$ cat config.mk
export PLATFORM = sky130hd
export DESIGN_NAME = radar_frame_packet_tracker_unit
export DESIGN_NICKNAME = d
export VERILOG_FILES = /design/src/rtl/rfpt_pkg.sv /design/src/rtl/radar_frame_packet_tracker_unit.sv /design/src/rtl/rfpt_front.sv /design/src/rtl/rfpt_queue.sv /design/src/rtl/rfpt_back.sv
export SDC_FILE = /design/constraint.sdc
export NUM_CORES = 1
export LEC_CHECK = 0
export ABC_CLOCK_PERIOD_IN_PS = 10750
export BUFFER_PORTS_ARGS = -buffer_cell sky130_fd_sc_hd__buf_2
export CAP_MARGIN = 5
export CELL_PAD_IN_SITES_DETAIL_PLACEMENT = 1
export CELL_PAD_IN_SITES_GLOBAL_PLACEMENT = 2
export CORE_MARGIN = 4
export CORE_UTILIZATION = 29
export CTS_BUF_LIST = sky130_fd_sc_hd__clkbuf_4 sky130_fd_sc_hd__clkbuf_8
export CTS_CLUSTER_DIAMETER = 200
export DETAILED_ROUTE_END_ITERATION = 8
export PLACE_DENSITY = 0.63
export RECOVER_POWER = 50
export SLEW_MARGIN = 25
export SYNTH_ARGS = -nofsm -noshare
export SYNTH_HDL_FRONTEND = slang
export SYNTH_SLANG_ARGS = --single-unit
$ cat constraint.sdc
create_clock -name clk -period 10.75 [get_ports clk]
set_input_delay 1.075 -clock clk [delete_from_list [all_inputs] [get_ports clk]]
set_output_delay 1.075 -clock clk [all_outputs]
set_load 0.005 [all_outputs]
$ cat src/rtl/rfpt_pkg.sv
`timescale 1ns / 1ps
package rfpt_pkg;

  localparam int IN_DATA_W  = 112;
  localparam int IN_USER_W  = 2;
  localparam int OUT_DATA_W = 64;
  localparam int OUT_USER_W = 3;

  localparam int Q_DEPTH = 2;
  localparam int Q_AW    = $clog2(Q_DEPTH);
  localparam int Q_CW    = $clog2(Q_DEPTH + 1);

  localparam logic [15:0] INTERVAL_RESET = 16'd100;
  localparam logic [16:0] OBJ_NONE       = 17'h1FFFF;

  localparam logic [1:0] ACT_HEADER  = 2'd0;
  localparam logic [1:0] ACT_CONTENT = 2'd1;

  localparam logic [1:0] KIND_HDR = 2'd0;
  localparam logic [1:0] KIND_CNT = 2'd1;
  localparam logic [1:0] KIND_NOP = 2'd2;

  localparam logic [2:0] PUB_NONE       = 3'd0;
  localparam logic [2:0] PUB_NO_FILL    = 3'd1;
  localparam logic [2:0] PUB_PUBLISH    = 3'd2;
  localparam logic [2:0] PUB_FILL       = 3'd3;
  localparam logic [2:0] PUB_FILL_PUB   = 3'd4;

  typedef struct packed {
    logic [1:0]  kind;
    logic [15:0] frame_number;
    logic [7:0]  packets_in_frame;
    logic [15:0] objects_in_frame;
    logic [47:0] frame_time_ms;
    logic        blocked;
    logic [7:0]  packet_number;
    logic [7:0]  cluster_count;
  } op_t;

  typedef struct packed {
    logic [2:0]  publish_action;
    logic [47:0] first_packet_time;
    logic        new_frame;
    logic        lost_frame;
    logic        time_backwards;
    logic        interval_too_long;
    logic        block_seen;
    logic        lost_packet;
    logic        end_packet;
    logic        packets_short;
    logic        objects_short;
  } res_t;

  typedef struct packed {
    logic valid;
    op_t  op;
  } push_t;

endpackage

$ cat src/rtl/radar_frame_packet_tracker_unit.sv
`timescale 1ns / 1ps
// radar frame packet tracker
// in_*: one decoded radar packet per request, in_tuser carries the packet kind
//   (0 header, 1 content, 2 or 3 other); in_tdata carries the header and
//   content fields
// out_*: exactly one result per request, in the order the requests arrived;
//   out_tuser carries the publish action, out_tdata the frame start time and
//   the status flags
// cfg_*: cfg_we with cfg_wdata sets the nominal frame interval in ms; write
//   only while no request is in flight
// path: an accepted request is written into the 2-entry queue, then popped
//   through the tracking state update into the output register
// throughput: one request per cycle while out_tready stays high; the back end
//   updates its tracking state as each request is popped
// reset: synchronous active-low rst_n clears the queue, the output valid and
//   all tracking state; the interval returns to 100 ms
// receiver stall: the output register holds its result, the queue then fills
//   and in_tready drops once both entries are taken
module radar_frame_packet_tracker_unit import rfpt_pkg::*; (
  input  logic                   clk,
  input  logic                   rst_n,
  input  logic                   cfg_we,
  input  logic [15:0]            cfg_wdata,
  input  logic                   in_tvalid,
  output logic                   in_tready,
  // frame_number, packets_in_frame, objects_in_frame, frame_time_ms, blocked,
  // packet_number, cluster_count, zero pad
  input  logic [IN_DATA_W-1:0]   in_tdata,
  // action
  input  logic [IN_USER_W-1:0]   in_tuser,
  output logic                   out_tvalid,
  input  logic                   out_tready,
  // first_packet_time, new_frame, lost_frame, time_backwards,
  // interval_too_long, block_seen, lost_packet, end_packet, packets_short,
  // objects_short, zero pad
  output logic [OUT_DATA_W-1:0]  out_tdata,
  // publish_action
  output logic [OUT_USER_W-1:0]  out_tuser
);

  push_t push;
  logic  q_ready;
  logic  q_valid;
  op_t   q_op;
  logic  pop;
  res_t  res;

  rfpt_front u_front (
    .in_tvalid (in_tvalid),
    .in_tready (in_tready),
    .in_tdata  (in_tdata),
    .in_tuser  (in_tuser),
    .q_ready   (q_ready),
    .push      (push)
  );

  rfpt_queue u_queue (
    .clk     (clk),
    .rst_n   (rst_n),
    .push    (push),
    .q_ready (q_ready),
    .q_valid (q_valid),
    .q_op    (q_op),
    .pop     (pop)
  );

  rfpt_back u_back (
    .clk       (clk),
    .rst_n     (rst_n),
    .cfg_we    (cfg_we),
    .cfg_wdata (cfg_wdata),
    .q_valid   (q_valid),
    .q_op      (q_op),
    .pop       (pop),
    .res_valid (out_tvalid),
    .res       (res),
    .res_ready (out_tready)
  );

  assign out_tuser = res.publish_action;
  assign out_tdata = {7'b0,
                      res.objects_short,
                      res.packets_short,
                      res.end_packet,
                      res.lost_packet,
                      res.block_seen,
                      res.interval_too_long,
                      res.time_backwards,
                      res.lost_frame,
                      res.new_frame,
                      res.first_packet_time};

endmodule

$ cat src/rtl/rfpt_front.sv
`timescale 1ns / 1ps
module rfpt_front import rfpt_pkg::*; (
  input  logic                  in_tvalid,
  output logic                  in_tready,
  input  logic [IN_DATA_W-1:0]  in_tdata,
  input  logic [IN_USER_W-1:0]  in_tuser,
  input  logic                  q_ready,
  output push_t                 push
);

  logic [1:0] kind;

  always_comb begin
    unique case (in_tuser)
      ACT_HEADER:  kind = KIND_HDR;
      ACT_CONTENT: kind = KIND_CNT;
      default:     kind = KIND_NOP;
    endcase
  end

  assign in_tready = q_ready;

  always_comb begin
    push.valid                = in_tvalid && q_ready;
    push.op.kind              = kind;
    push.op.frame_number      = in_tdata[15:0];
    push.op.packets_in_frame  = in_tdata[23:16];
    push.op.objects_in_frame  = in_tdata[39:24];
    push.op.frame_time_ms     = in_tdata[87:40];
    push.op.blocked           = in_tdata[88];
    push.op.packet_number     = in_tdata[96:89];
    push.op.cluster_count     = in_tdata[104:97];
  end

endmodule

$ cat src/rtl/rfpt_queue.sv
`timescale 1ns / 1ps
module rfpt_queue import rfpt_pkg::*; (
  input  logic  clk,
  input  logic  rst_n,
  input  push_t push,
  output logic  q_ready,
  output logic  q_valid,
  output op_t   q_op,
  input  logic  pop
);

  op_t             mem_r [Q_DEPTH];
  logic [Q_AW-1:0] wptr_r;
  logic [Q_AW-1:0] rptr_r;
  logic [Q_CW-1:0] cnt_r;
  logic [Q_CW-1:0] cnt_nxt;
  logic            do_pop;

  assign q_ready = cnt_r != Q_CW'(Q_DEPTH);
  assign q_valid = cnt_r != '0;
  assign q_op    = mem_r[rptr_r];
  assign do_pop  = pop && q_valid;

  always_comb begin
    cnt_nxt = cnt_r;
    if (push.valid && !do_pop) begin
      cnt_nxt = cnt_r + Q_CW'(1);
    end else if (!push.valid && do_pop) begin
      cnt_nxt = cnt_r - Q_CW'(1);
    end
  end

  always_ff @(posedge clk) begin
    if (!rst_n) begin
      wptr_r <= '0;
      rptr_r <= '0;
      cnt_r  <= '0;
    end else begin
      cnt_r <= cnt_nxt;
      if (push.valid) begin
        wptr_r <= (wptr_r == Q_AW'(Q_DEPTH - 1)) ? '0 : wptr_r + Q_AW'(1);
      end
      if (do_pop) begin
        rptr_r <= (rptr_r == Q_AW'(Q_DEPTH - 1)) ? '0 : rptr_r + Q_AW'(1);
      end
    end
  end

  always_ff @(posedge clk) begin
    if (push.valid) begin
      mem_r[wptr_r] <= push.op;
    end
  end

endmodule

$ cat src/rtl/rfpt_back.sv
`timescale 1ns / 1ps
module rfpt_back import rfpt_pkg::*; (
  input  logic        clk,
  input  logic        rst_n,
  input  logic        cfg_we,
  input  logic [15:0] cfg_wdata,
  input  logic        q_valid,
  input  op_t         q_op,
  output logic        pop,
  output logic        res_valid,
  output res_t        res,
  input  logic        res_ready
);

  logic [17:0] thr_r;
  logic        have_r;
  logic [15:0] cur_r;
  logic [47:0] last_time_r;
  logic        open_r;
  logic [7:0]  prcv_r;
  logic [7:0]  pexp_r;
  logic [7:0]  lastp_r;
  logic [16:0] oexp_r;
  logic [15:0] osum_r;
  logic        out_valid_r;
  res_t        res_r;

  logic        have_nxt;
  logic [15:0] cur_nxt;
  logic [47:0] last_time_nxt;
  logic        open_nxt;
  logic [7:0]  prcv_nxt;
  logic [7:0]  pexp_nxt;
  logic [7:0]  lastp_nxt;
  logic [16:0] oexp_nxt;
  logic [15:0] osum_nxt;
  res_t        res_nxt;

  logic        ts_ge;
  logic [47:0] gap;
  logic        newf;
  logic [7:0]  prcv_inc;
  logic [16:0] sum_wide;
  logic [15:0] sum_sat;
  logic        at_end;
  logic        mid;

  assign pop       = q_valid && (!out_valid_r || res_ready);
  assign res_valid = out_valid_r;
  assign res       = res_r;

  assign ts_ge    = q_op.frame_time_ms >= last_time_r;
  assign gap      = ts_ge ? q_op.frame_time_ms - last_time_r
                          : last_time_r - q_op.frame_time_ms;
  assign newf     = !have_r || (q_op.frame_number != cur_r);
  assign prcv_inc = prcv_r + 8'd1;
  assign sum_wide = {1'b0, osum_r} + {9'b0, q_op.cluster_count};
  assign sum_sat  = sum_wide[16] ? 16'hFFFF : sum_wide[15:0];
  assign at_end   = open_r && (pexp_r == q_op.packet_number);
  assign mid      = open_r && (pexp_r > q_op.packet_number);

  always_comb begin
    have_nxt      = have_r;
    cur_nxt       = cur_r;
    last_time_nxt = last_time_r;
    open_nxt      = open_r;
    prcv_nxt      = prcv_r;
    pexp_nxt      = pexp_r;
    lastp_nxt     = lastp_r;
    oexp_nxt      = oexp_r;
    osum_nxt      = osum_r;
    res_nxt       = '0;
    unique case (q_op.kind)
      KIND_HDR: begin
        if (last_time_r != '0) begin
          res_nxt.time_backwards    = !ts_ge;
          res_nxt.interval_too_long = {gap, 1'b0} > {31'b0, thr_r};
        end
        last_time_nxt = q_op.frame_time_ms;
        if (newf) begin
          if (have_r) begin
            res_nxt.lost_frame     = (cur_r + 16'd1) != q_op.frame_number;
            res_nxt.publish_action = open_r ? PUB_PUBLISH : PUB_NO_FILL;
          end else begin
            res_nxt.publish_action = PUB_NO_FILL;
          end
          have_nxt                  = 1'b1;
          open_nxt                  = 1'b1;
          prcv_nxt                  = '0;
          pexp_nxt                  = q_op.packets_in_frame;
          oexp_nxt                  = {1'b0, q_op.objects_in_frame};
          cur_nxt                   = q_op.frame_number;
          res_nxt.first_packet_time = q_op.frame_time_ms;
          res_nxt.new_frame         = 1'b1;
          res_nxt.block_seen        = q_op.blocked;
        end
      end
      KIND_CNT: begin
        res_nxt.lost_packet = ({1'b0, lastp_r} + 9'd1) != {1'b0, q_op.packet_number};
        prcv_nxt  = prcv_inc;
        lastp_nxt = q_op.packet_number;
        osum_nxt  = sum_sat;
        if (mid) begin
          res_nxt.publish_action = PUB_FILL;
        end else if (at_end) begin
          res_nxt.end_packet     = 1'b1;
          res_nxt.packets_short  = q_op.packet_number != prcv_inc;
          res_nxt.objects_short  = {1'b0, sum_sat} != oexp_r;
          res_nxt.publish_action = PUB_FILL_PUB;
          open_nxt  = 1'b0;
          prcv_nxt  = '0;
          lastp_nxt = '0;
          oexp_nxt  = OBJ_NONE;
          osum_nxt  = '0;
        end
      end
      default: begin
      end
    endcase
  end

  always_ff @(posedge clk) begin
    if (!rst_n) begin
      thr_r       <= 18'({INTERVAL_RESET, 1'b0}) + 18'(INTERVAL_RESET);
      have_r      <= 1'b0;
      cur_r       <= '0;
      last_time_r <= '0;
      open_r      <= 1'b0;
      prcv_r      <= '0;
      pexp_r      <= '0;
      lastp_r     <= '0;
      oexp_r      <= OBJ_NONE;
      osum_r      <= '0;
      out_valid_r <= 1'b0;
    end else begin
      if (cfg_we) begin
        thr_r <= {1'b0, cfg_wdata, 1'b0} + {2'b0, cfg_wdata};
      end
      if (pop) begin
        have_r      <= have_nxt;
        cur_r       <= cur_nxt;
        last_time_r <= last_time_nxt;
        open_r      <= open_nxt;
        prcv_r      <= prcv_nxt;
        pexp_r      <= pexp_nxt;
        lastp_r     <= lastp_nxt;
        oexp_r      <= oexp_nxt;
        osum_r      <= osum_nxt;
        out_valid_r <= 1'b1;
      end else if (res_ready) begin
        out_valid_r <= 1'b0;
      end
    end
  end

  always_ff @(posedge clk) begin
    if (pop) begin
      res_r <= res_nxt;
    end
  end

endmodule

# ---- Word level (Yosys, flattened, before mapping)
# Memories as Yosys holds them, arrays and structs flattened. A register that Yosys moved wholly into a read port is not among the register bits.
# Index checks and enable logic that the tools add are counted.
dict set report op_classes {
  addsub 11
  n_lt_le_gt_ge 3
  eq_ne 12
  n_mux 37
  bitwise 2
  n_reduce_logical 31
}
# operator count
set op_table {}
lappend op_table {{48-bit subtractor} 2}
lappend op_table {{53-bit 2-to-1 mux} 1}
lappend op_table {{17-bit 2-to-1 mux} 3}
lappend op_table {{49-bit by 18-bit greater-than comparator with 1-bit output} 1}
lappend op_table {{48-bit greater-or-equal comparator} 1}
lappend op_table {{16-bit 2-to-1 mux} 3}
lappend op_table {{48-bit 2-to-1 mux} 1}
lappend op_table {{48-bit nonzero test} 1}
lappend op_table {{8-bit 2-to-1 mux} 5}
lappend op_table {{17-bit case mux with 2 select lines} 1}
lappend op_table {{16-bit != test} 2}
lappend op_table {{17-bit by 16-bit adder with 18-bit output} 1}
lappend op_table {{16-bit by 8-bit adder with 17-bit output} 1}
lappend op_table {{16-bit by 17-bit != test with 1-bit output} 1}
lappend op_table {{16-bit by 1-bit adder with 16-bit output (second input constant)} 1}
lappend op_table {{8-bit case mux with 2 select lines} 1}
lappend op_table {{1-bit 2-to-1 mux} 12}
lappend op_table {{3-bit 2-to-1 mux} 4}
lappend op_table {{8-bit by 1-bit adder with 9-bit output (second input constant)} 1}
lappend op_table {{9-bit by 8-bit != test with 1-bit output} 1}
lappend op_table {{3-bit AND reduction} 3}
lappend op_table {{8-bit by 1-bit adder with 8-bit output (second input constant)} 1}
lappend op_table {{8-bit == test} 1}
lappend op_table {{8-bit greater-than comparator} 1}
lappend op_table {{other kinds (21)} 46}
dict set report word_totals {
  register_bits 206
  mem_bits_rw 214
  input_bits 135
  output_inout_bits 69
  wordCells 122
  mem_count 1
}
# name words width rd rd_ports_with_merged_regs wr line_no
set memory_table {}
lappend memory_table {u_queue.mem_r 2 107 1 1 1 rfpt_queue.sv:12} ;# op_t mem_r [Q_DEPTH];

# ---- Longest topological paths before layout
# Gate-level depths: netlist of run 1.
dict set report depth {
  ltp_word 7
  ltp_mapped 34
  depth_no_buf 25
}

# ---- By module
# From an unflattened synthesis of run 1, not the netlist that was laid out.
dict set report hier_totals {
  cells_unflattened 2560
  area_unflattened_um2 25220.4
}
# mod n_inst cells_per_inst area_per_inst_um2 seq_area_each_um2
set by_module_without_submodules {}
lappend by_module_without_submodules {rfpt_back 1 2088 16296.9 4644.5}
lappend by_module_without_submodules {rfpt_queue 1 355 8055.2 6526.3}
lappend by_module_without_submodules {rfpt_front 1 109 812.0 0.0}
lappend by_module_without_submodules {radar_frame_packet_tracker_unit 1 8 56.3 0.0}

# ---- Worst setup path before layout of run 1
# No wires, ideal clock.
dict set report synth_path {
  kind {register -> register}
  startpoint {register with a tool-made name}
  endpoint {register u_back.res_r (netlist bit u_back.res[5]), data pin}
  setup_ns 0.267
  t_arrival_ns 8.260
  t_required_ns 10.483
  slack_ns 2.223
  stages_incl_launch_ff 33
  n_path_buf 9
  period_less_slack_ns 8.527
  cell_sequence {dfxtp_1 clkbuf_1 clkbuf_1 clkbuf_1 buf_1 clkbuf_1 mux2i_1 inv_1 fa_1 a21o_1 a221o_1 a211oi_2 a22oi_2 nor3_2 buf_2 buf_2 clkbuf_1 clkbuf_1 mux2_2 ha_1 a21oi_1 o211ai_1 a21o_1 a21o_1 a21o_1 a21o_1 a21oi_1 o221ai_1 nor4_2 nand4_1 or4_1 a2111oi_2 a31oi_1}
}
# element line_no
set synth_lines {}
lappend synth_lines {{to (signal assigned)} rfpt_back.sv:158} ;# res_r <= res_nxt;
lappend synth_lines {{to (decl)} rfpt_back.sv:26} ;# res_t res_r;

==> run metrics, run 1 <==
outcome=complete, but fails checks; failing checks=max-capacitance violations, max-slew violations; fin. max-slew vios=286; post_cts resized=0; synthesized area per cell=between 10 and 15 um^2; internal power=4.35 mW; hold slack=approximately 0.48 ns; chip width=295 um; crit path buf inv count=2; most frequent cells in the layout=edfxtp_1, nand2_1, a21oi_1, nor2_1, inv_1; synthesized cell area=23900 um^2; Worst EP arrival=8.45 ns; Post-synth top flop=edfxtp_1; Worst Setup End Kind=flip-flop; first-pass GRT wire length=116 mm; largest area contributor in the netlist=edfxtp_1; Final Core Density=33.8%; CTS tree=done; WL final=74.9 mm; Filler cells=9229; combinational share of power=48.1%; Final Cycle Share=approximately three quarters; CTS buffer count=78; via count=18700; Global Route Usage Sum=17.0%; die area=87000 um^2; synthesized instance count=2386; crit-path cells=buf_12 > mux2i_1 > ha_1 > nand4_1 > nor4_1 > o21ai_0 > a31oi_1 > or3_1 > buf_4 > nor2_1 > o22ai_1 > xor2_1 > ha_1 > nand4_1 > nor2_1 > nand3_1 > o21ai_0 > o221ai_1 > nor4_2 > nand4_1 > or4_1 > a2111oi_2 > a31oi_1; drt pass-1 iters=5; slew at the pin closest to its max-slew limit=between 3 and 4 ns; cell family with most CP delay=simple AND/OR/NAND/NOR gates; worst r2r path cells=23; post-cts hold buffer count=0; Pwr Total=~7.6 mW; Worst-path clk slew=0.06 ns; fin nets=2846; fmax=124 MHz; row count=104; number of synthesized flops with an enable pin=about 270; DRC violations left=0; VDD IR-drop max=0.135 mV; H-tree depth=3; Synth Register Bits=421; Distinct cells, synth=82; Post-Route Setup TNS=0 ns; Iter 0 DRT Violations=832; WP depth=23; grt ovf=0; type of origin of the critical path=flip-flop; IO Pins=a little over 200; Core Area=81100 um^2; Area growth, synth to finish=14.7%; wire per inst=20.3 um; critical path required time=11.16 ns; Yosys top cell area share=34.5%; die height=295 um; hold path cells=2; register area share after synthesis=46.8%; Crit path largest cell delay=0.72 ns; largest fanout on the critical path=98; Psw=~3.3 mW; Clock Latency Late Sink=0.67 ns; Ys Warns=0; commonest non-fill, non-tap cell in the layout=edfxtp_1; Leak=11.1 nW; synth top area cells=edfxtp_1, dfxtp_1, ha_1; Post-DP HPWL=56.3 mm; fraction of layout cells with a size suffix above 1=11.4%; WS Path Type=reg2reg; dpl cell area=25800 um^2; fin cells=3689; CTS Sinks=421; worst setup margin=2.71 ns; vias in the first global route=19700; slowest CP cell=or3_1; via/cell ratio=5.07; CTS max path bufs=3; RSZ-0062 raised after global routing=no; Net Sw Frac=42.9%; initial core utilization=29.4%; gpl congestion=0.884; reg2reg end=u_back.res[5]$_SDFFCE_PN0P_; worst slack, placed=2.49 ns; placed cell count=3538; Final Hold Fails=0; CP endpoint=u_back.res[5]$_SDFFCE_PN0P_; finished layout cell area=27400 um^2; Worst Skew=approximately 0.036 ns; Max transition margin=-154%; async set or reset register ratio after synthesis=0%; initial antenna violation count=9; final setup violating endpoints=0; Sequential Power Share=30.7%; CTS Root Cell=clkbuf_8; Final ANT Viol Nets=0; clock share of power=about a fifth; largest net degree at the start of global routing=100; worst min path class=reg2reg; PortBufs=around 190; Power Density=278 nW/um^2; flop2flop setup slack=2.71 ns; post-CTS setup buffers=0; fin crit period=roughly 8.0 ns; max_cap viols=5; CP dominant cell by count=nand4_1
==> state kept, by name, indices dropped and copies added (netlist names), named ones only <==
register,cells
u_back.lastp_r,8
u_back.res_valid,1
u_back.thr_r,18
u_back.open_r,1
u_back.osum_r,16
u_back.prcv_r,8
u_queue.wptr_r,1
u_back.last_time_r,48
u_back.cur_r,16
u_back.pexp_r,8
u_back.res,60
u_back.oexp_r,17
u_queue.mem_r,214
u_queue.rptr_r,1
u_back.have_r,1
u_queue.cnt_r,2
==> metal layers <==
| layer | share of wire (%) | track usage, % | wire length (um) | vias to the layer above |
|---|---|---|---|---|
| li1 | - | - | - | 8982 |
| met1 | 46 | 22.6 | 34800 | 9270 |
| met2 | 47 | 28.3 | 34900 | 321 |
| met3 | 4.6 | 3.37 | 3460 | 109 |
| met4 | 2.3 | 4.76 | 1730 | 6 |
| met5 | 0.052 | 0 | 39 | - |
==> how the worst min path moves through the flow <==
stage / startpoint / to / slack, ns
after global routing: u_back.osum_r[6]$_SDFFE_PN0P_ / u_back.osum_r[6]$_SDFFE_PN0P_ / 0.50
after global placement: u_back.osum_r[4]$_SDFFE_PN0P_ / u_back.osum_r[4]$_SDFFE_PN0P_ / 0.46
final: u_back.osum_r[6]$_SDFFE_PN0P_ / u_back.osum_r[6]$_SDFFE_PN0P_ / 0.48
after detailed placement: u_back.osum_r[6]$_SDFFE_PN0P_ / u_back.osum_r[6]$_SDFFE_PN0P_ / 0.47
after CTS: u_back.osum_r[6]$_SDFFE_PN0P_ / u_back.osum_r[6]$_SDFFE_PN0P_ / 0.48
after floorplan: u_back.oexp_r[16]$_SDFFE_PN1P_ / u_back.oexp_r[16]$_SDFFE_PN1P_ / 0.44
==> synthesized netlist by cell type (36+ instances only) <==
cell      count
a21o_1       38
a21oi_1     189
and2_1       36
clkbuf_1    101
dfxtp_1     147
edfxtp_1    274
ha_1        149
inv_1       165
mux2i_1     118
nand2_1     195
nand3_1      41
nand4_1      46
nor2_1      181
o211a_1      74
o21ai_0     129
xnor2_1      70
xor2_1       46
==> cell type report <==
cell class / instances / area, um^2 / area share (%)
diodes: 6 / 15.0 / 0.0548
well taps: 1060 / 1330 / 4.84
clock inverters: 39 / 319 / 1.17
multi-input cells: 1680 / 11600 / 42.3
clock buffers: 106 / 1310 / 4.78
repair buffers: 212 / 1020 / 3.72
inverters: 165 / 621 / 2.27
flip-flops and latches: 421 / 11200 / 40.8
==> cell families after synthesis <==
group,Yosys count,synth area share (%)
AO/OA/AOI/OAI,625,17.5
XOR/XNOR,116,4.26
other,1,0.0157
AND/OR/NAND/NOR,649,12.9
multiplexers,130,5.51
adder cells (fa/ha/maj),153,8.14
flip-flops,421,46.8
buffers and inverters,291,4.88
==> worst min-delay path, stage by stage (launching register included) <==
cell and delay [ns]:
dfxtp_1 0.31, nand2_1 0.05, a21boi_0 0.06
==> power by group through the flow <==
stage          registers (mW)  logic (mW)  clock network (mW)
2_1_floorplan            2.30        2.52                   0
6_report                 2.34        3.67                1.62
5_1_grt                  2.38        4.08                1.76
4_1_cts                  2.34        3.70                1.68
3_5_place_dp             2.37        3.69                   0
3_3_place_gp             2.35        3.63                   0
Power figures use the tool's default switching activity.
==> run 2: changes to the inputs <==
--- a/config.mk
+++ b/config.mk
@@ -5,7 +5,8 @@
 export SDC_FILE = /design/constraint.sdc
 export NUM_CORES = 1
 export LEC_CHECK = 0
-export ABC_CLOCK_PERIOD_IN_PS = 10750
+export ABC_AREA = 1
+export ABC_CLOCK_PERIOD_IN_PS = 8400
 export BUFFER_PORTS_ARGS = -buffer_cell sky130_fd_sc_hd__buf_2
 export CAP_MARGIN = 5
 export CELL_PAD_IN_SITES_DETAIL_PLACEMENT = 1
@@ -15,7 +16,7 @@
 export CTS_BUF_LIST = sky130_fd_sc_hd__clkbuf_4 sky130_fd_sc_hd__clkbuf_8
 export CTS_CLUSTER_DIAMETER = 200
 export DETAILED_ROUTE_END_ITERATION = 8
-export PLACE_DENSITY = 0.63
+export PLACE_DENSITY = 0.68
 export RECOVER_POWER = 50
 export SLEW_MARGIN = 25
 export SYNTH_ARGS = -nofsm -noshare
==> constraint.sdc (replaced) <==
create_clock -name clk -period 8.4 [get_ports clk]
set_input_delay 0.84 -clock clk [delete_from_list [all_inputs] [get_ports clk]]
set_output_delay 0.84 -clock clk [all_outputs]
set_load 0.005 [all_outputs]
==> run metrics, run 2 <==
WL final=89.0 mm (+19%); post-cts hold buffer count=0 (unchanged); PortBufs=189 (unchanged); grt ovf=0 (unchanged); CTS max path bufs=3 (unchanged); synthesized cell area=26400 um^2 (+10%); max reg flops=214 (unchanged); reg2reg end=u_back.res[5]$_SDFFCE_PN0P_; internal power=6.01 mW (+38%); via count=23000 (+23%); post-CTS setup buffers=0 (unchanged); critical path required time=8.79 ns (-2.37 ns); CTS Root Cell=clkbuf_8; Final ANT Viol Nets=0 (unchanged); CTS Sinks=421 (unchanged); gpl congestion=0.857 (-3.0%); Max transition margin=-121% (+33 points); vias in the first global route=23800 (+21%); via/cell ratio=4.61 (-9.1%); WS Path Type=reg2reg; Sequential Power Share=26.0% (-4.7 points); fin nets=4032 (+42%); initial core utilization=29.2% (-0.21 points); Final Hold Fails=0 (unchanged); H-tree depth=3 (unchanged); die height=310 um (+4.9%); Yosys top cell area share=31.2% (-3.3 points); Most flops, register=u_queue.mem_r; worst slack, placed=1.91 ns (-0.585 ns); slowest CP cell=dfxtp_4; first-pass GRT wire length=136 mm (+17%); max_cap viols=6 (+1); Core Area=90100 um^2 (+11%); final setup violating endpoints=0 (unchanged); fin. max-slew vios=261 (-8.7%); Distinct cells, synth=51 (-38%); async set or reset register ratio after synthesis=0% (unchanged); hold path cells=1 (-1); most frequent cells in the layout=nand2_1, inv_1, edfxtp_1, nor2_1, a21oi_1; fraction of layout cells with a size suffix above 1=7.56% (-3.9 points); worst r2r path cells=24 (+4.3%); synth top area cells=edfxtp_1, nand2_1, dfxtp_1; combinational share of power=56.8% (+8.7 points); Clock Latency Late Sink=0.67 ns (about the same); worst setup margin=2.10 ns (-0.607 ns); Post-synth top flop=edfxtp_1; Worst-path clk slew=0.06 ns (about the same); Worst Setup End Kind=flip-flop; post_cts resized=0 (unchanged); Global Route Usage Sum=18.4% (+1.4 points); Power Density=395 nW/um^2 (+42%); Net Sw Frac=49.5% (+6.6 points); Leak=14.0 nW (+26%); VDD IR-drop max=0.148 mV (+10%); Pwr Total=11.9 mW (+56%); CTS buffer count=77 (-1.3%); Crit path largest cell delay=0.94 ns (+0.22 ns); most frequent cell after synthesis=nand2_1; Area growth, synth to finish=14.1%; chip width=310 um (+4.9%); largest fanout on the critical path=84 (-14%); fmax=159 MHz (+28%); worst hold start=in_tdata[42]; Post-Route Setup TNS=0 ns (unchanged); commonest non-fill, non-tap cell in the layout=nand2_1; cell family with most CP delay=simple AND/OR/NAND/NOR gates; worst min path class=in2reg; Psw=5.89 mW (+80%); slew at the pin closest to its max-slew limit=3.32 ns (-0.493 ns); outcome=complete, but fails checks; crit-path cells=buf_4 > o21ai_1 > buf_4 > ha_1 > inv_1 > nor3_1 > nand2_1 > nor2_1 > and2_1 > nand2_1 > nand3_2 > buf_4 > nand3_1 > o21ai_0 > xor2_1 > inv_1 > ha_1 > nand4_1 > nor2_1 > nand4_1 > nor4_1 > nand3_1 > nand2_1 > a21oi_1; drt pass-1 iters=5 (unchanged); failing checks=max-capacitance violations, max-slew violations; number of synthesized flops with an enable pin=274 (unchanged); Post-DP HPWL=70.6 mm (+25%); DRC violations left=0 (unchanged); Synth Register Bits=421 (unchanged); wire per inst=17.8 um (-12%); Post-synth top cells=nand2_1, inv_1, edfxtp_1, nor2_1, a21oi_1; RSZ-0062 raised after global routing=no; Hold Path Sink=u_queue.mem_r[1][19]$_DFFE_PP_; fin crit period=6.30 ns (-1.74 ns); die area=95800 um^2 (+10%); crit path buf inv count=5 (+3); flop2flop setup slack=2.10 ns (-0.61 ns); largest net degree at the start of global routing=97 (-3.0%); row count=110 (+5.8%); Ys Warns=0 (unchanged); clock share of power=17.2% (-4.0 points); Worst EP arrival=6.69 ns (-1.76 ns); Worst Skew=0.0296 ns (-0.00595 ns); register area share after synthesis=42.4% (-4.4 points); synthesized area per cell=7.46 um^2 (-25%); CTS tree=done; initial antenna violation count=7 (-2); IO Pins=204 (unchanged); Iter 0 DRT Violations=1117 (+34%); type of origin of the critical path=flip-flop; hold slack=0.351 ns (-0.125 ns); synthesized instance count=3533 (+48%); Final Cycle Share=75.0% (+0.18 points); largest area contributor in the netlist=edfxtp_1
==> run 2: cell count changes after synthesis, sizes merged, moves of 36 or more <==
cell and change:
mux2i -110, inv +472, clkbuf -44, nand3 +135, nor2 +53, a21oi +36, o211a -72, o21ai +56
nand2 +908, xnor2 -37
==> run 2: worst max-delay path by stage <==
stage | end | cells after the start
after detailed placement | u_back.res[5]$_SDFFCE_PN0P_ | 24
after CTS | u_back.res[5]$_SDFFCE_PN0P_ | 24
after floorplan | u_queue.mem_r[1][0]$_DFFE_PP_ | 2
after global routing | u_back.res[5]$_SDFFCE_PN0P_ | 24
after global placement | u_back.res[5]$_SDFFCE_PN0P_ | 24
final | u_back.res[5]$_SDFFCE_PN0P_ | 24
==> run 2: cell type report <==
class	count	area, um^2
diodes	3	7.51
clock buffers	113	1370
clock inverters	30	243
fillers	11200	60100
inverters	639	2400
multi-input cells	2388	12400
flip-flops and latches	421	11200
well taps	1176	1470
repair buffers	217	995
==> run 2: cell families after synthesis <==
group | Yosys count | synth area share [%]
flip-flops | 421 | 42.4
other | 1 | 0.0142
multiplexers | 39 | 1.63
AO/OA/AOI/OAI | 475 | 9.82
XOR/XNOR | 98 | 3.26
buffers and inverters | 730 | 10.7
adder cells (fa/ha/maj) | 153 | 7.38
AND/OR/NAND/NOR | 1616 | 24.8
==> run 2: layer usage <==
metal / GRT usage (%) / vias up / part of all wire [%]
met5: 0 / - / 0.038
met4: 4.59 / 4 / 1.8
met3: 2.81 / 84 / 3.5
met2: 31.3 / 303 / 47
met1: 24.7 / 10900 / 48
li1: - / 11700 / -
==> run 2: stage by stage <==
| step | utilization [%] | area (um^2) | std cells |
|---|---|---|---|
| finish | 33.4 | 30100 | 4987 |
| global route | 33.4 | 30100 | 4985 |
| CTS | 33.6 | 30300 | 4984 |
| detailed placement | 31.8 | 28600 | 4841 |
| global placement | 31.8 | 28600 | 4841 |
| floorplan | - | 26400 | 3539 |
==> run 2: worst register-to-register path, delay by kind of cell (launching register included) <==
kind            cells  cell delay (ns)
compound gates      3             0.32
simple gates       13             2.30
xor+xnor            1             0.25
buf+inv             5             1.48
fa+ha+maj           2             0.73
flops               1             0.94
==> run 2: power by group through the flow <==
stage	Sequential [mW]	Combinational [mW]	Clock, mW
after global placement	3.12	6.84	0
after global routing	3.15	7.70	2.23
after detailed placement	3.12	6.88	0
final	3.09	6.76	2.04
after floorplan	3.02	4.52	0
after CTS	3.09	6.91	2.14
==> run 3: changes to the inputs <==
--- a/config.mk
+++ b/config.mk
@@ -5,8 +5,8 @@
 export SDC_FILE = /design/constraint.sdc
 export NUM_CORES = 1
 export LEC_CHECK = 0
-export ABC_AREA = 1
-export ABC_CLOCK_PERIOD_IN_PS = 8400
+export ABC_AREA = 0
+export ABC_CLOCK_PERIOD_IN_PS = 5710
 export BUFFER_PORTS_ARGS = -buffer_cell sky130_fd_sc_hd__buf_2
 export CAP_MARGIN = 5
 export CELL_PAD_IN_SITES_DETAIL_PLACEMENT = 1
@@ -16,7 +16,7 @@
 export CTS_BUF_LIST = sky130_fd_sc_hd__clkbuf_4 sky130_fd_sc_hd__clkbuf_8
 export CTS_CLUSTER_DIAMETER = 200
 export DETAILED_ROUTE_END_ITERATION = 8
-export PLACE_DENSITY = 0.68
+export PLACE_DENSITY = 0.65
 export RECOVER_POWER = 50
 export SLEW_MARGIN = 25
 export SYNTH_ARGS = -nofsm -noshare
==> constraint.sdc (replaced) <==
create_clock -name clk -period 5.71 [get_ports clk]
set_input_delay 0.571 -clock clk [delete_from_list [all_inputs] [get_ports clk]]
set_output_delay 0.571 -clock clk [all_outputs]
set_load 0.005 [all_outputs]
==> run metrics, run 3 (synthesized netlist as in run 1, its figures left out) <==
outcome=complete, but fails checks; failing checks=max-capacitance violations, max-slew violations, negative setup slack; hold path cells=1 (unchanged); worst hold start=in_tdata[97]; register area=11200 um^2 (unchanged); top layer in use=met5; CTS buffer count=75 (-2.6%); critical path required time=6.13 ns (-2.66 ns); drt pass-1 iters=7 (+2); commonest non-fill, non-tap cell in the layout=buf_4; WL final=80.3 mm (-9.7%); Max transition margin=-189% (-67 points); vias in the first global route=20800 (-12%); PortBufs=189 (unchanged); hold slack=0.0897 ns (-0.261 ns); CTS Sinks=421 (unchanged); fmax=163 MHz (+2.4%); Iter 0 DRT Violations=929 (-17%); most frequent cells in the layout=buf_4, edfxtp_1, nand2_1, a21oi_1, nor2_1; via/cell ratio=4.97 (+8.0%); worst slack, placed=-0.837 ns (-2.74 ns); wire per inst=20.2 um (+13%); fin cells=3970 (-20%); Filler cells=9336 (-16%); largest net degree at the start of global routing=97 (unchanged); CTS tree=done; Worst-path clk slew=0.07 ns (about the same); area of the multi-input gates=11900 um^2 (-4.7%); Clock Latency Late Sink=0.67 ns (about the same); type of origin of the critical path=flip-flop; CP dominant cell by count=buf_4; reg2reg end=u_back.res[5]$_SDFFCE_PN0P_; routed length on met2=37.9 mm (-9.7%); Worst Skew=0.0642 ns (+0.0347 ns); placed cell count=3810 (-21%); fin nets=3132 (-22%); die area=87000 um^2 (-9.2%); worst r2r path cells=30 (+25%); DRC violations left=0 (unchanged); H-tree depth=3 (unchanged); slowest CP cell=or4_4; Met3 Wirelength=3.24 mm (+4.3%); Power Density=531 nW/um^2 (+34%); final setup violating endpoints=1 (+1); flop2flop setup slack=-0.44 ns (-2.54 ns); fin. max-slew vios=238 (-8.8%); first-pass GRT wire length=122 mm (-10%); Area growth, synth to finish=24.9%; initial core utilization=29.4% (+0.21 points); gpl congestion=0.872 (+1.7%); Final Hold Fails=0 (unchanged); Post-DP HPWL=61.1 mm (-14%); Worst EP arrival=6.57 ns (-0.12 ns); cell family with most CP delay=simple AND/OR/NAND/NOR gates; worst setup margin=-0.443 ns (-2.54 ns); wl on met1=37.5 mm (-11%); largest fanout on the critical path=8 (-90%); IO Pins=204 (unchanged); WS Path Type=reg2reg; CTS Root Cell=clkbuf_8; fraction of layout cells with a size suffix above 1=20.1% (+12 points); crit path buf inv count=8 (+3); Final Cycle Share=108% (+33 points); max_cap viols=4 (-2); CTS max path bufs=3 (unchanged); fin crit period=6.15 ns (-0.148 ns); Worst Setup End Kind=flip-flop; row count=104 (-5.5%); grt ovf=0 (unchanged); initial antenna violation count=8 (+1); RSZ-0062 raised after global routing=yes; die height=295 um (-4.7%); Post-Route Setup TNS=-0.443 ns (-0.443 ns); Leak=12.4 nW (-11%); slew at the pin closest to its max-slew limit=4.33 ns (+1.01 ns); VDD IR-drop max=0.239 mV (+61%); WP depth=30 (+25%); dpl cell area=28000 um^2 (-2.4%); via count=19700 (-14%); Crit path largest cell delay=0.44 ns (-0.50 ns); worst min path class=in2reg; max reg flops=214 (unchanged); chip width=295 um (-4.7%); Global Route Usage Sum=18.0% (-0.44 points); Final ANT Viol Nets=0 (unchanged); finished layout cell area=29800 um^2 (-0.92%); Core Area=81100 um^2 (-10%); Most flops, register=u_queue.mem_r; Hold Path Sink=u_queue.mem_r[0][0]$_DFFE_PP_
run 3: cell count changes in the layout (fill, tap and decap cells not counted), moves of 39 or more:
cell / previous run / this run
nand2_1: 1101 / 195
inv_1: 632 / 162
buf_4: 23 / 296
nand3_1: 175 / 41
mux2i_1: 8 / 107
o211a_1: 2 / 74
nor2_1: 233 / 180
o21ai_0: 176 / 125
a21oi_1: 224 / 185
run 3: cell type report:
cell class                 instances  share of cell area, %
clock inverter                    30                  0.638
inverter                         165                   2.08
multi-input combinational       1680                   39.8
sequential                       421                   37.5
timing repair buffer             501                   11.0
clock buffer                     109                   4.57
tap                             1060                   4.45
antenna                            4                 0.0336
run 3: worst max-delay path by stage:
| stage | from | end | slack [ns] |
|---|---|---|---|
| after global routing | flip-flop | u_back.res[5]$_SDFFCE_PN0P_ | -0.74 |
| final | flip-flop | u_back.res[5]$_SDFFCE_PN0P_ | -0.44 |
| after detailed placement | flip-flop | u_back.res[5]$_SDFFCE_PN0P_ | -0.84 |
| after global placement | flip-flop | u_back.res[5]$_SDFFCE_PN0P_ | -0.83 |
| after CTS | flip-flop | u_back.res[5]$_SDFFCE_PN0P_ | -0.53 |
| after floorplan | flip-flop | u_back.res[5]$_SDFFCE_PN0P_ | -0.86 |
run 3: metrics by stage:
step	util [%]	power [mW]
after detailed placement	34.5	12.7
after global placement	34.5	12.6
after floorplan	-	9.17
final	36.8	15.8
after CTS	36.5	15.8
after global routing	36.8	17.0
run 3: routing by layer:
metal | GRT usage (%) | vias to the layer above
met5 | 0 | -
met4 | 4.88 | 8
met3 | 3.43 | 99
met2 | 30.1 | 321
met1 | 24.0 | 9748
li1 | - | 9565
run 3: power breakdown:
| part | leakage, nW | switching, mW | internal, mW | total, mW |
|---|---|---|---|---|
| registers | 3.79 | 0.382 | 4.00 | 4.38 |
| clock network | 0.832 | 1.35 | 1.56 | 2.91 |
| logic | 7.81 | 4.92 | 3.62 | 8.54 |
run 3: repair_timing:
| item | in CTS | in global routing |
|---|---|---|
| cloned | 1 | 1 |
| hold buffers | 0 | 0 |
| endpoints found under the setup margin | 2 | 2 |
| buffers inserted | 3 | 13 |
| pin swaps | 3 | 22 |
| resized for setup | 9 | 39 |
| hold endpoints to repair | 0 | 0 |
